$ cat src/rtl/morse_lamp_keyer_defines.svh
// Assertion macros shared by the keyer RTL.
// Used by morse_lamp_keyer, which carries the concurrent checks; depends on nothing else.
`ifndef MORSE_LAMP_KEYER_DEFINES_SVH
`define MORSE_LAMP_KEYER_DEFINES_SVH

// Same-cycle implication, checked outside reset.
`define MLK_ASSERT_IMP(lbl, clk, rstn, ante, cons, msg) \
  lbl: assert property (@(posedge clk) disable iff (!(rstn)) (ante) |-> (cons)) \
    else $error(msg);

// Next-cycle implication, checked outside reset.
`define MLK_ASSERT_NXT(lbl, clk, rstn, ante, cons, msg) \
  lbl: assert property (@(posedge clk) disable iff (!(rstn)) (ante) |=> (cons)) \
    else $error(msg);

`endif

$ cat src/rtl/mlk_pkg.sv
// Shared types, constants and the Morse code table for the lamp keyer.
// Used by mlk_step and morse_lamp_keyer; depends on nothing.
package mlk_pkg;

  localparam int unsigned MAX_CHARS_DEF = 64;
  localparam int unsigned DOT_W         = 16;
  localparam int unsigned LEN_W         = 7;
  localparam int unsigned ELEM_W        = 3;
  localparam int unsigned TICK_W        = 20;
  localparam int unsigned CHAR_W        = 8;
  localparam int unsigned IDX_W         = 6;

  localparam logic [TICK_W-1:0] ELAPSED_MAX   = '1;
  localparam logic [DOT_W-1:0]  DOT_RESET     = 16'd100;
  localparam logic [LEN_W-1:0]  MSG_LEN_RESET = 7'd1;

  // Item kinds carried in the input tuser bit.
  localparam logic KIND_TICK  = 1'b0;
  localparam logic KIND_WRITE = 1'b1;

  // Configuration register indexes.
  localparam logic REG_DOT_LENGTH     = 1'b0;
  localparam logic REG_MESSAGE_LENGTH = 1'b1;

  // Keyer state kept in flip-flops next to the message memory.
  typedef struct packed {
    logic              lamp;
    logic [ELEM_W-1:0] elem;
    logic [TICK_W-1:0] elapsed;
    logic [TICK_W-1:0] interval;
  } keyer_state_t;

  // One letter: number of elements, and a dash flag per element (bit 0 first).
  typedef struct packed {
    logic [2:0] len;
    logic [3:0] dash;
  } code_t;

  function automatic code_t code_lookup(input logic [CHAR_W-1:0] ch);
    code_t c;
    c = '{len: 3'd0, dash: 4'b0000};
    case (ch)
      "A": c = '{len: 3'd2, dash: 4'b0010};
      "B": c = '{len: 3'd4, dash: 4'b0001};
      "C": c = '{len: 3'd4, dash: 4'b0101};
      "D": c = '{len: 3'd3, dash: 4'b0001};
      "E": c = '{len: 3'd1, dash: 4'b0000};
      "F": c = '{len: 3'd4, dash: 4'b0100};
      "G": c = '{len: 3'd3, dash: 4'b0011};
      "H": c = '{len: 3'd4, dash: 4'b0000};
      "I": c = '{len: 3'd2, dash: 4'b0000};
      "J": c = '{len: 3'd4, dash: 4'b1110};
      "K": c = '{len: 3'd3, dash: 4'b0101};
      "L": c = '{len: 3'd4, dash: 4'b0010};
      "M": c = '{len: 3'd2, dash: 4'b0011};
      "N": c = '{len: 3'd2, dash: 4'b0001};
      "O": c = '{len: 3'd3, dash: 4'b0111};
      "P": c = '{len: 3'd4, dash: 4'b0110};
      "Q": c = '{len: 3'd4, dash: 4'b1011};
      "R": c = '{len: 3'd3, dash: 4'b0010};
      "S": c = '{len: 3'd3, dash: 4'b0000};
      "T": c = '{len: 3'd1, dash: 4'b0001};
      "U": c = '{len: 3'd3, dash: 4'b0100};
      "V": c = '{len: 3'd4, dash: 4'b1000};
      "W": c = '{len: 3'd3, dash: 4'b0110};
      "X": c = '{len: 3'd4, dash: 4'b1001};
      "Y": c = '{len: 3'd4, dash: 4'b1101};
      "Z": c = '{len: 3'd4, dash: 4'b0011};
      default: c = '{len: 3'd0, dash: 4'b0000};
    endcase
    return c;
  endfunction

endpackage

$ cat src/rtl/mlk_ram.sv
// Generic single-write, single-read RAM with a registered read port.
// Read-first on a collision; no reset on the array. Depends on nothing.
module mlk_ram #(
  parameter int unsigned WIDTH = 8,
  parameter int unsigned DEPTH = 64,
  localparam int unsigned AW = (DEPTH > 1) ? $clog2(DEPTH) : 1
) (
  input  logic             clk_i,
  input  logic             we_i,
  input  logic [AW-1:0]    waddr_i,
  input  logic [WIDTH-1:0] wdata_i,
  input  logic [AW-1:0]    raddr_i,
  output logic [WIDTH-1:0] rdata_o
);

  logic [WIDTH-1:0] mem_q [DEPTH];
  logic [WIDTH-1:0] rdata_q;

  always_ff @(posedge clk_i) begin
    if (we_i) begin
      mem_q[waddr_i] <= wdata_i;
    end
    rdata_q <= mem_q[raddr_i];
  end

  assign rdata_o = rdata_q;

endmodule

$ cat src/rtl/mlk_step.sv
// Next-state logic of the keyer for one transaction: tick count, lamp
// toggling, element and letter stepping. Depends on mlk_pkg.
module mlk_step #(
  parameter int unsigned MAX_CHARS = mlk_pkg::MAX_CHARS_DEF,
  localparam int unsigned LW = (MAX_CHARS > 1) ? $clog2(MAX_CHARS) : 1
) (
  input  logic                          kind_i,
  input  logic [mlk_pkg::CHAR_W-1:0]    cur_char_i,
  input  mlk_pkg::keyer_state_t         st_i,
  input  logic [LW-1:0]                 letter_i,
  input  logic [mlk_pkg::DOT_W-1:0]     dot_i,
  input  logic [mlk_pkg::LEN_W-1:0]     msg_len_i,
  output mlk_pkg::keyer_state_t         st_o,
  output logic [LW-1:0]                 letter_o,
  output logic                          toggled_o
);

  localparam int unsigned CW = (LW + 1 > mlk_pkg::LEN_W) ? LW + 1 : mlk_pkg::LEN_W;

  mlk_pkg::code_t            code;
  logic [mlk_pkg::TICK_W-1:0] dot_x;
  logic [mlk_pkg::TICK_W-1:0] dot1;
  logic [mlk_pkg::TICK_W-1:0] dot3;
  logic [mlk_pkg::TICK_W-1:0] dot7;
  logic [CW-1:0]              eff_len;
  logic [LW:0]                letter_w;

  assign code  = mlk_pkg::code_lookup(cur_char_i);
  assign dot_x = mlk_pkg::TICK_W'(dot_i);
  assign dot1  = dot_x;
  assign dot3  = (dot_x << 1) + dot_x;
  assign dot7  = (dot_x << 3) - dot_x;
  assign eff_len = (CW'(msg_len_i) > CW'(MAX_CHARS)) ? CW'(MAX_CHARS) : CW'(msg_len_i);

  always_comb begin
    st_o      = st_i;
    letter_w  = {1'b0, letter_i};
    toggled_o = 1'b0;
    if (kind_i == mlk_pkg::KIND_TICK) begin
      if (st_i.elapsed != mlk_pkg::ELAPSED_MAX) begin
        st_o.elapsed = st_i.elapsed + 1'b1;
      end
      if (st_o.elapsed >= st_i.interval) begin
        st_o.elapsed = '0;
        if (!st_i.lamp && (st_i.elem >= code.len)) begin
          // Nothing left to light in this letter: stay dark.
          st_o.elem = code.len;
        end else begin
          toggled_o = 1'b1;
          st_o.lamp = !st_i.lamp;
          if (!st_o.lamp) begin
            st_o.elem     = st_i.elem + 1'b1;
            st_o.interval = dot1;
          end else if (code.dash[st_i.elem[1:0]]) begin
            st_o.interval = dot3;
          end else begin
            st_o.interval = dot1;
          end
        end
        if (st_o.elem >= code.len) begin
          st_o.elem     = '0;
          letter_w      = letter_w + 1'b1;
          st_o.interval = dot3;
        end
        if (CW'(letter_w) >= eff_len) begin
          letter_w      = '0;
          st_o.interval = dot7;
        end
      end
    end
  end

  assign letter_o = letter_w[LW-1:0];

endmodule

$ cat src/rtl/morse_lamp_keyer.sv
// Top level of the looping Morse lamp keyer: handshakes, configuration,
// keyer registers, message memory with write forwarding, and result register.
// Depends on mlk_pkg, mlk_ram, mlk_step and morse_lamp_keyer_defines.svh.

// The keyer takes one transaction per clock cycle while results are taken, and
// returns exactly one result for each in the cycle after acceptance through a
// registered output; a stalled output holds only the slot that is full, and
// the input keeps flowing while the downstream side takes results. A tick
// transaction (tuser low) advances the timing; a write transaction (tuser
// high) stores one character into the message memory, and positions at or
// above MAX_CHARS are ignored. The message lives in a registered-read RAM that
// is always read at the letter index the keyer will hold after the current
// cycle, so the character to be keyed is ready at the next transaction; a
// write to that same position in the same cycle is forwarded around the RAM.
// Reads of positions never written return undefined characters. There is no
// clearing pass: the input is ready in the cycle after reset is released.
// Configuration writes take effect at once and are meant for idle periods.
`include "morse_lamp_keyer_defines.svh"

module morse_lamp_keyer #(
  parameter int unsigned MAX_CHARS = mlk_pkg::MAX_CHARS_DEF
) (
  input  logic                       clk_i,
  input  logic                       rst_ni,
  // Configuration write port.
  input  logic                       cfg_we_i,
  input  logic                       cfg_addr_i,
  input  logic [mlk_pkg::DOT_W-1:0]  cfg_wdata_i,
  // Input stream.
  input  logic                       s_axis_tvalid_i,
  output logic                       s_axis_tready_o,
  // tdata from bit 0: char_index[5:0], char_value[13:6], zero pad [15:14].
  input  logic [15:0]                s_axis_tdata_i,
  // tuser: kind (0 = tick, 1 = write character).
  input  logic                       s_axis_tuser_i,
  // Result stream.
  output logic                       m_axis_tvalid_o,
  input  logic                       m_axis_tready_i,
  // tdata from bit 0: lamp_on[0], letter_position[6:1], toggled[7].
  output logic [7:0]                 m_axis_tdata_o
);

  localparam int unsigned LW = (MAX_CHARS > 1) ? $clog2(MAX_CHARS) : 1;

  // Configuration registers.
  logic [mlk_pkg::DOT_W-1:0] dot_q;
  logic [mlk_pkg::LEN_W-1:0] msg_len_q;

  always_ff @(posedge clk_i or negedge rst_ni) begin
    if (!rst_ni) begin
      dot_q     <= mlk_pkg::DOT_RESET;
      msg_len_q <= mlk_pkg::MSG_LEN_RESET;
    end else if (cfg_we_i) begin
      if (cfg_addr_i == mlk_pkg::REG_DOT_LENGTH) begin
        dot_q <= cfg_wdata_i;
      end else if (cfg_addr_i == mlk_pkg::REG_MESSAGE_LENGTH) begin
        msg_len_q <= cfg_wdata_i[mlk_pkg::LEN_W-1:0];
      end
    end
  end

  // Input decode and handshake. The ready flag holds the input off after reset
  // until it is registered high, so the memory read at letter zero is settled.
  logic                        ready_q;
  logic                        out_valid_q;
  logic                        accept;
  logic                        kind;
  logic [mlk_pkg::IDX_W-1:0]   char_index;
  logic [mlk_pkg::CHAR_W-1:0]  char_value;

  assign kind       = s_axis_tuser_i;
  assign char_index = s_axis_tdata_i[5:0];
  assign char_value = s_axis_tdata_i[13:6];

  assign s_axis_tready_o = ready_q && (!out_valid_q || m_axis_tready_i);
  assign accept          = s_axis_tvalid_i && s_axis_tready_o;

  // Keyer registers.
  mlk_pkg::keyer_state_t st_q, st_d, st_next;
  logic [LW-1:0]         letter_q, letter_d, letter_next;
  logic                  toggled;

  // Message memory with forwarding of a same-cycle write to the read address.
  logic                       wr_en;
  logic [LW-1:0]              waddr;
  logic [mlk_pkg::CHAR_W-1:0] ram_rdata;
  logic                       fwd_valid_q;
  logic [mlk_pkg::CHAR_W-1:0] fwd_data_q;
  logic [mlk_pkg::CHAR_W-1:0] cur_char;

  assign wr_en = accept && (kind == mlk_pkg::KIND_WRITE) &&
                 (32'(char_index) < 32'(MAX_CHARS));
  assign waddr = LW'(char_index);

  mlk_ram #(
    .WIDTH (mlk_pkg::CHAR_W),
    .DEPTH (MAX_CHARS)
  ) u_msg_ram (
    .clk_i   (clk_i),
    .we_i    (wr_en),
    .waddr_i (waddr),
    .wdata_i (char_value),
    .raddr_i (letter_d),
    .rdata_o (ram_rdata)
  );

  assign cur_char = fwd_valid_q ? fwd_data_q : ram_rdata;

  mlk_step #(
    .MAX_CHARS (MAX_CHARS)
  ) u_step (
    .kind_i     (kind),
    .cur_char_i (cur_char),
    .st_i       (st_q),
    .letter_i   (letter_q),
    .dot_i      (dot_q),
    .msg_len_i  (msg_len_q),
    .st_o       (st_next),
    .letter_o   (letter_next),
    .toggled_o  (toggled)
  );

  assign st_d     = accept ? st_next : st_q;
  assign letter_d = accept ? letter_next : letter_q;

  always_ff @(posedge clk_i or negedge rst_ni) begin
    if (!rst_ni) begin
      ready_q     <= 1'b0;
      st_q        <= '0;
      letter_q    <= '0;
      fwd_valid_q <= 1'b0;
    end else begin
      ready_q     <= 1'b1;
      st_q        <= st_d;
      letter_q    <= letter_d;
      fwd_valid_q <= wr_en && (waddr == letter_d);
    end
  end

  always_ff @(posedge clk_i) begin
    fwd_data_q <= char_value;
  end

  // Result register.
  logic                       out_lamp_q;
  logic [mlk_pkg::IDX_W-1:0]  out_pos_q;
  logic                       out_toggled_q;

  always_ff @(posedge clk_i or negedge rst_ni) begin
    if (!rst_ni) begin
      out_valid_q <= 1'b0;
    end else if (accept) begin
      out_valid_q <= 1'b1;
    end else if (m_axis_tready_i) begin
      out_valid_q <= 1'b0;
    end
  end

  always_ff @(posedge clk_i) begin
    if (accept) begin
      out_lamp_q    <= st_next.lamp;
      out_pos_q     <= mlk_pkg::IDX_W'(letter_next);
      out_toggled_q <= toggled;
    end
  end

  assign m_axis_tvalid_o = out_valid_q;
  assign m_axis_tdata_o  = {out_toggled_q, out_pos_q, out_lamp_q};

  // A toggle flag in a result must match an actual change of the lamp.
  `MLK_ASSERT_NXT(a_toggle_matches_lamp, clk_i, rst_ni,
    accept && (kind == mlk_pkg::KIND_TICK),
    out_toggled_q == (st_q.lamp != $past(st_q.lamp)), "toggle flag disagrees with lamp")
  // A character write never moves the lamp.
  `MLK_ASSERT_NXT(a_write_keeps_lamp, clk_i, rst_ni,
    accept && (kind == mlk_pkg::KIND_WRITE),
    !out_toggled_q && (st_q.lamp == $past(st_q.lamp)), "write item changed the lamp")
  // The tick counter is cleared whenever it reaches the interval.
  `MLK_ASSERT_IMP(a_elapsed_in_interval, clk_i, rst_ni,
    ready_q, st_q.elapsed <= st_q.interval, "elapsed count ran past the interval")
  // Every accepted transaction leaves a result in the output register.
  `MLK_ASSERT_NXT(a_result_follows, clk_i, rst_ni,
    accept, out_valid_q, "accepted transaction produced no result")

endmodule
$ cat config.mk
export PLATFORM = sky130hd
export DESIGN_NAME = morse_lamp_keyer
export DESIGN_NICKNAME = d
export VERILOG_FILES = /design/src/rtl/mlk_pkg.sv /design/src/rtl/mlk_ram.sv /design/src/rtl/mlk_step.sv /design/src/rtl/morse_lamp_keyer.sv
export VERILOG_INCLUDE_DIRS = /design/src /design/src/rtl
export SDC_FILE = /design/constraint.sdc
export NUM_CORES = 1
export LEC_CHECK = 0
export BUFFER_PORTS_ARGS = -buffer_cell sky130_fd_sc_hd__buf_4
export CORE_ASPECT_RATIO = 1.5
export CORE_MARGIN = 1
export CORE_UTILIZATION = 55
export CTS_BUF_LIST = sky130_fd_sc_hd__clkbuf_4 sky130_fd_sc_hd__clkbuf_8 sky130_fd_sc_hd__clkbuf_16
export DETAILED_ROUTE_END_ITERATION = 6
export GPL_TIMING_DRIVEN = 0
export HOLD_SLACK_MARGIN = 0.02
export MAX_ROUTING_LAYER = met4
export PLACE_DENSITY = 0.78
export SYNTH_ARGS = -nofsm -noshare
export SYNTH_HDL_FRONTEND = slang
export SYNTH_SLANG_ARGS = --single-unit
$ cat constraint.sdc
create_clock -name clk_i -period 18.58 [get_ports clk_i]
set_input_delay 1.858 -clock clk_i [delete_from_list [all_inputs] [get_ports clk_i]]
set_output_delay 1.858 -clock clk_i [all_outputs]
set_load 0.01 [all_outputs]
==> flow_summary.ini <==
[status]
status = complete, no violations

[drt]
drt_pass1_iterations = 6
drtIter0Drc = 1914
drc = 0
ant_nets = 0
vias = 19300
m1WireLength_mm = 25.1
wl_met3_mm = 5.64
totalWireLength_mm = 76.2
topRoutingLayerUsed = met4
dr_wl_met2_mm = 38.6
viasPerCell = 6.23
post_drt_wl_per_cell_um = 24.6

[cts]
clock-root-buffer = clkbuf_16
cts.path.max_buffers = 3
clkTransAtPathRegs_ns = 0.06
htreeDepth = 2
cts_resized = 0
cts.sinks = 612
cts_tree = done
clock_latency_ns = 0.61
cts_setup_buffers = 0
ctsHoldBuffers = 0
cts_buffers = 55

[global_routing]
grt_pass1_vias = 19300
grt_antenna_before_repair = 4
globalRouteOverflowTotal = 0
grt_use_total = 0.312
grt_pass1_wl_mm = 114
grt_max_degree = 77

[pwr]
ir_worst_vdd_mv = 0.0711
power_frac_comb = 0.075
power_leakage_nw = 11.6
finalPower_mw = 2.86
clkPwrFrac = 0.393
p_sw_frac = 0.229
p_sw_mw = 0.654
p_per_area_mw_per_mm2 = 93.4
seqPwrFrac = 0.532
internal-power_mw = 2.20

[min_path]
hold_path_class = reg2reg

[finish]
area_delta_synth_final_pct = 10.6
finalNetCount = 2501
fillers = 3746
drive_above_1_share = 0.0902

[logic_synthesis]
synthCells = 2284
synth_most_common_cell = edfxtp_1
synth_edf_count = 520
syn-num-nets = 2401
ys_top_cells_by_area = edfxtp_1 56%, nand2_1 6.8%, dfrtp_1 6.5%
synth_top_area_cell = edfxtp_1
synth_compound_area_frac = 0.0873
synth_top_family_by_area = simple AND/OR/NAND/NOR gates
synth_flop_cell = edfxtp_1
synth_fa_ha_area_frac = 0.0355
avgSynthCellArea_um2 = 12.1
ys_seq_area_frac = 0.645
yosys.area_share.simple = 0.140
synth_xor_area_frac = 0.0155
yosysWarnings = 0
syn-cell-area_mm2 = 0.0277
yosysTopAreaCellShare = 0.564
synthArstFlopShare = 0.124
yosysUniqueCellTypes = 74
synth-seq-cells = 612
yosys-mux-area-fraction = 0.0492
synth_commonest_cells = 520 x edfxtp_1, 501 x nand2_1, 140 x nand3_1

[floorplanning]
chipWidth_um = 185
dieArea_mm2 = 0.0512
core_mm2 = 0.0497
die_y_um = 277
ios = 49
rows = 100
start_util = 0.557

[worst_setup_path]
slowest_delay_ns = 0.54
cp_max_fo = 10
setup.worst_path.end_class = flop
cp_common_cell = ha_1
cp.required_ns = 19.00
slowest_stage = a32oi_1
crit_arrival_ns = 9.88
worst-setup-path-type = reg2reg
critPathLaunchType = flop

[timing]
setup_violations = 0
fin_setup_tns_ns = 0
relSlewSlack = 0.292
fin_crit_ns = 9.46
rsz0062_at_grt = false
max_freq_mhz = 106
hold_violations = 0
slew_viol_final = 0
tightestPinTransition_ns = 1.06
min_period_over_period = 0.509
clock_skew_ns = 0.0324

[run]
maxCapViolCount = 0

[placement]
globalplace.congestion = 0.965
dpl.hpwl_mm = 52.4
io_buffers = 43
power groups by stage:
stage               Clock [mW]  Sequential [mW]  Combinational (mW)
floorplan                    0             1.54               0.137
global placement             0             1.55               0.204
detailed placement           0             1.55               0.211
CTS                       1.13             1.52               0.212
global route              1.18             1.52               0.233
finish                    1.12             1.52               0.214
layer usage:
layer  global-route usage  up-vias
met5                    -        -
met4                0.235        0
met3               0.0519      313
met2                0.527      960
met1                0.320     9406
li1                     -     8609
critical path: cells and delay by family (launching register included):
kind                     cells  cell delay (ns)
AO/OA/AOI/OAI               12             4.00
buffers and inverters        6             1.54
adder cells (fa/ha/maj)      4             1.23
AND/OR/NAND/NOR              6             0.95
XOR/XNOR                     1             0.36
flip-flops                   1             0.34
multiplexers                 2             0.86
metrics by stage:
step / cells / hold slack [ns] / instance area, um^2 / setup slack (ns) / utilization
CTS: 3091 / 0.530 / 30600 / 9.26 / 0.616
floorplan: 2284 / 0.479 / 27700 / 11.67 / -
detailed placement: 2990 / 0.516 / 28800 / 9.32 / 0.580
global route: 3095 / 0.548 / 30600 / 8.63 / 0.616
global placement: 2990 / 0.495 / 28800 / 9.43 / 0.580
finish: 3098 / 0.525 / 30600 / 9.12 / 0.616
path summary, 6_finish.rpt:
path	slack, ns	startpoint	cells past startpoint	end
max in group asynchronous	16.46	rst_ni	1	st_q[43]$_DFFE_PN0P_
min in group asynchronous	1.40	rst_ni	1	dot_q[12]$_DFFE_PN0P_
worst min register to register	0.52	msg_len_q[2]$_DFFE_PN0P_	1	msg_len_q[2]$_DFFE_PN0P_
worst max register to register	9.12	fwd_valid_q$_DFF_PN0_	31	u_msg_ram.rdata_o[3]$_DFF_P_
worst min-delay path	0.52	msg_len_q[2]$_DFFE_PN0P_	1	msg_len_q[2]$_DFFE_PN0P_
worst max-delay path	9.12	fwd_valid_q$_DFF_PN0_	31	u_msg_ram.rdata_o[3]$_DFF_P_
layout by cell type, fill, tap and decap left out, drive strengths merged, types with 16 or more instances in the layout:
cell	n
o221ai	18
nand2	501
dfrtp	72
and3	50
edfxtp	520
a21oi	54
dfxtp	16
a32oi	17
inv	68
mux2i	100
nor3	17
a22o	17
ha	77
nor2	124
clkinv	25
buf	93
a31oi	41
xnor2	36
o21ai	61
a221oi	16
clkbuf	136
nand3	140
area by class of cell:
type,instances,area [um^2],area share
flip-flops and latches,612,17800,0.583
multi-input cells,1487,9060,0.296
clock buffers,66,1470,0.0479
well taps,663,830,0.0271
plain buffers,120,526,0.0172
repair buffers,43,323,0.0105
clock inverters,35,299,0.00977
inverters,65,246,0.00805
diodes,7,17.5,0.000572
sequential cells by signal (all words and copies together) (netlist names):
name / count
fwd_valid_q: 1
dot_q: 16
fwd_data_q: 8
u_msg_ram.rdata_o: 8
st_q: 44
letter_q: 6
out_toggled_q: 1
out_pos_q: 6
ready_q: 1
u_msg_ram.mem_q: 512
msg_len_q: 7
out_lamp_q: 1
m_axis_tvalid_o: 1
cell families (layout without fill, tap and decap cells):
logic type	after synthesis	after routing
flip-flops	612	612
other	1	8
multiplexers	123	123
adder cells (fa/ha/maj)	78	78
AO/OA/AOI/OAI	341	341
buffers and inverters	185	329
AND/OR/NAND/NOR	895	895
XOR/XNOR	49	49
Power figures use the tool's default switching activity.
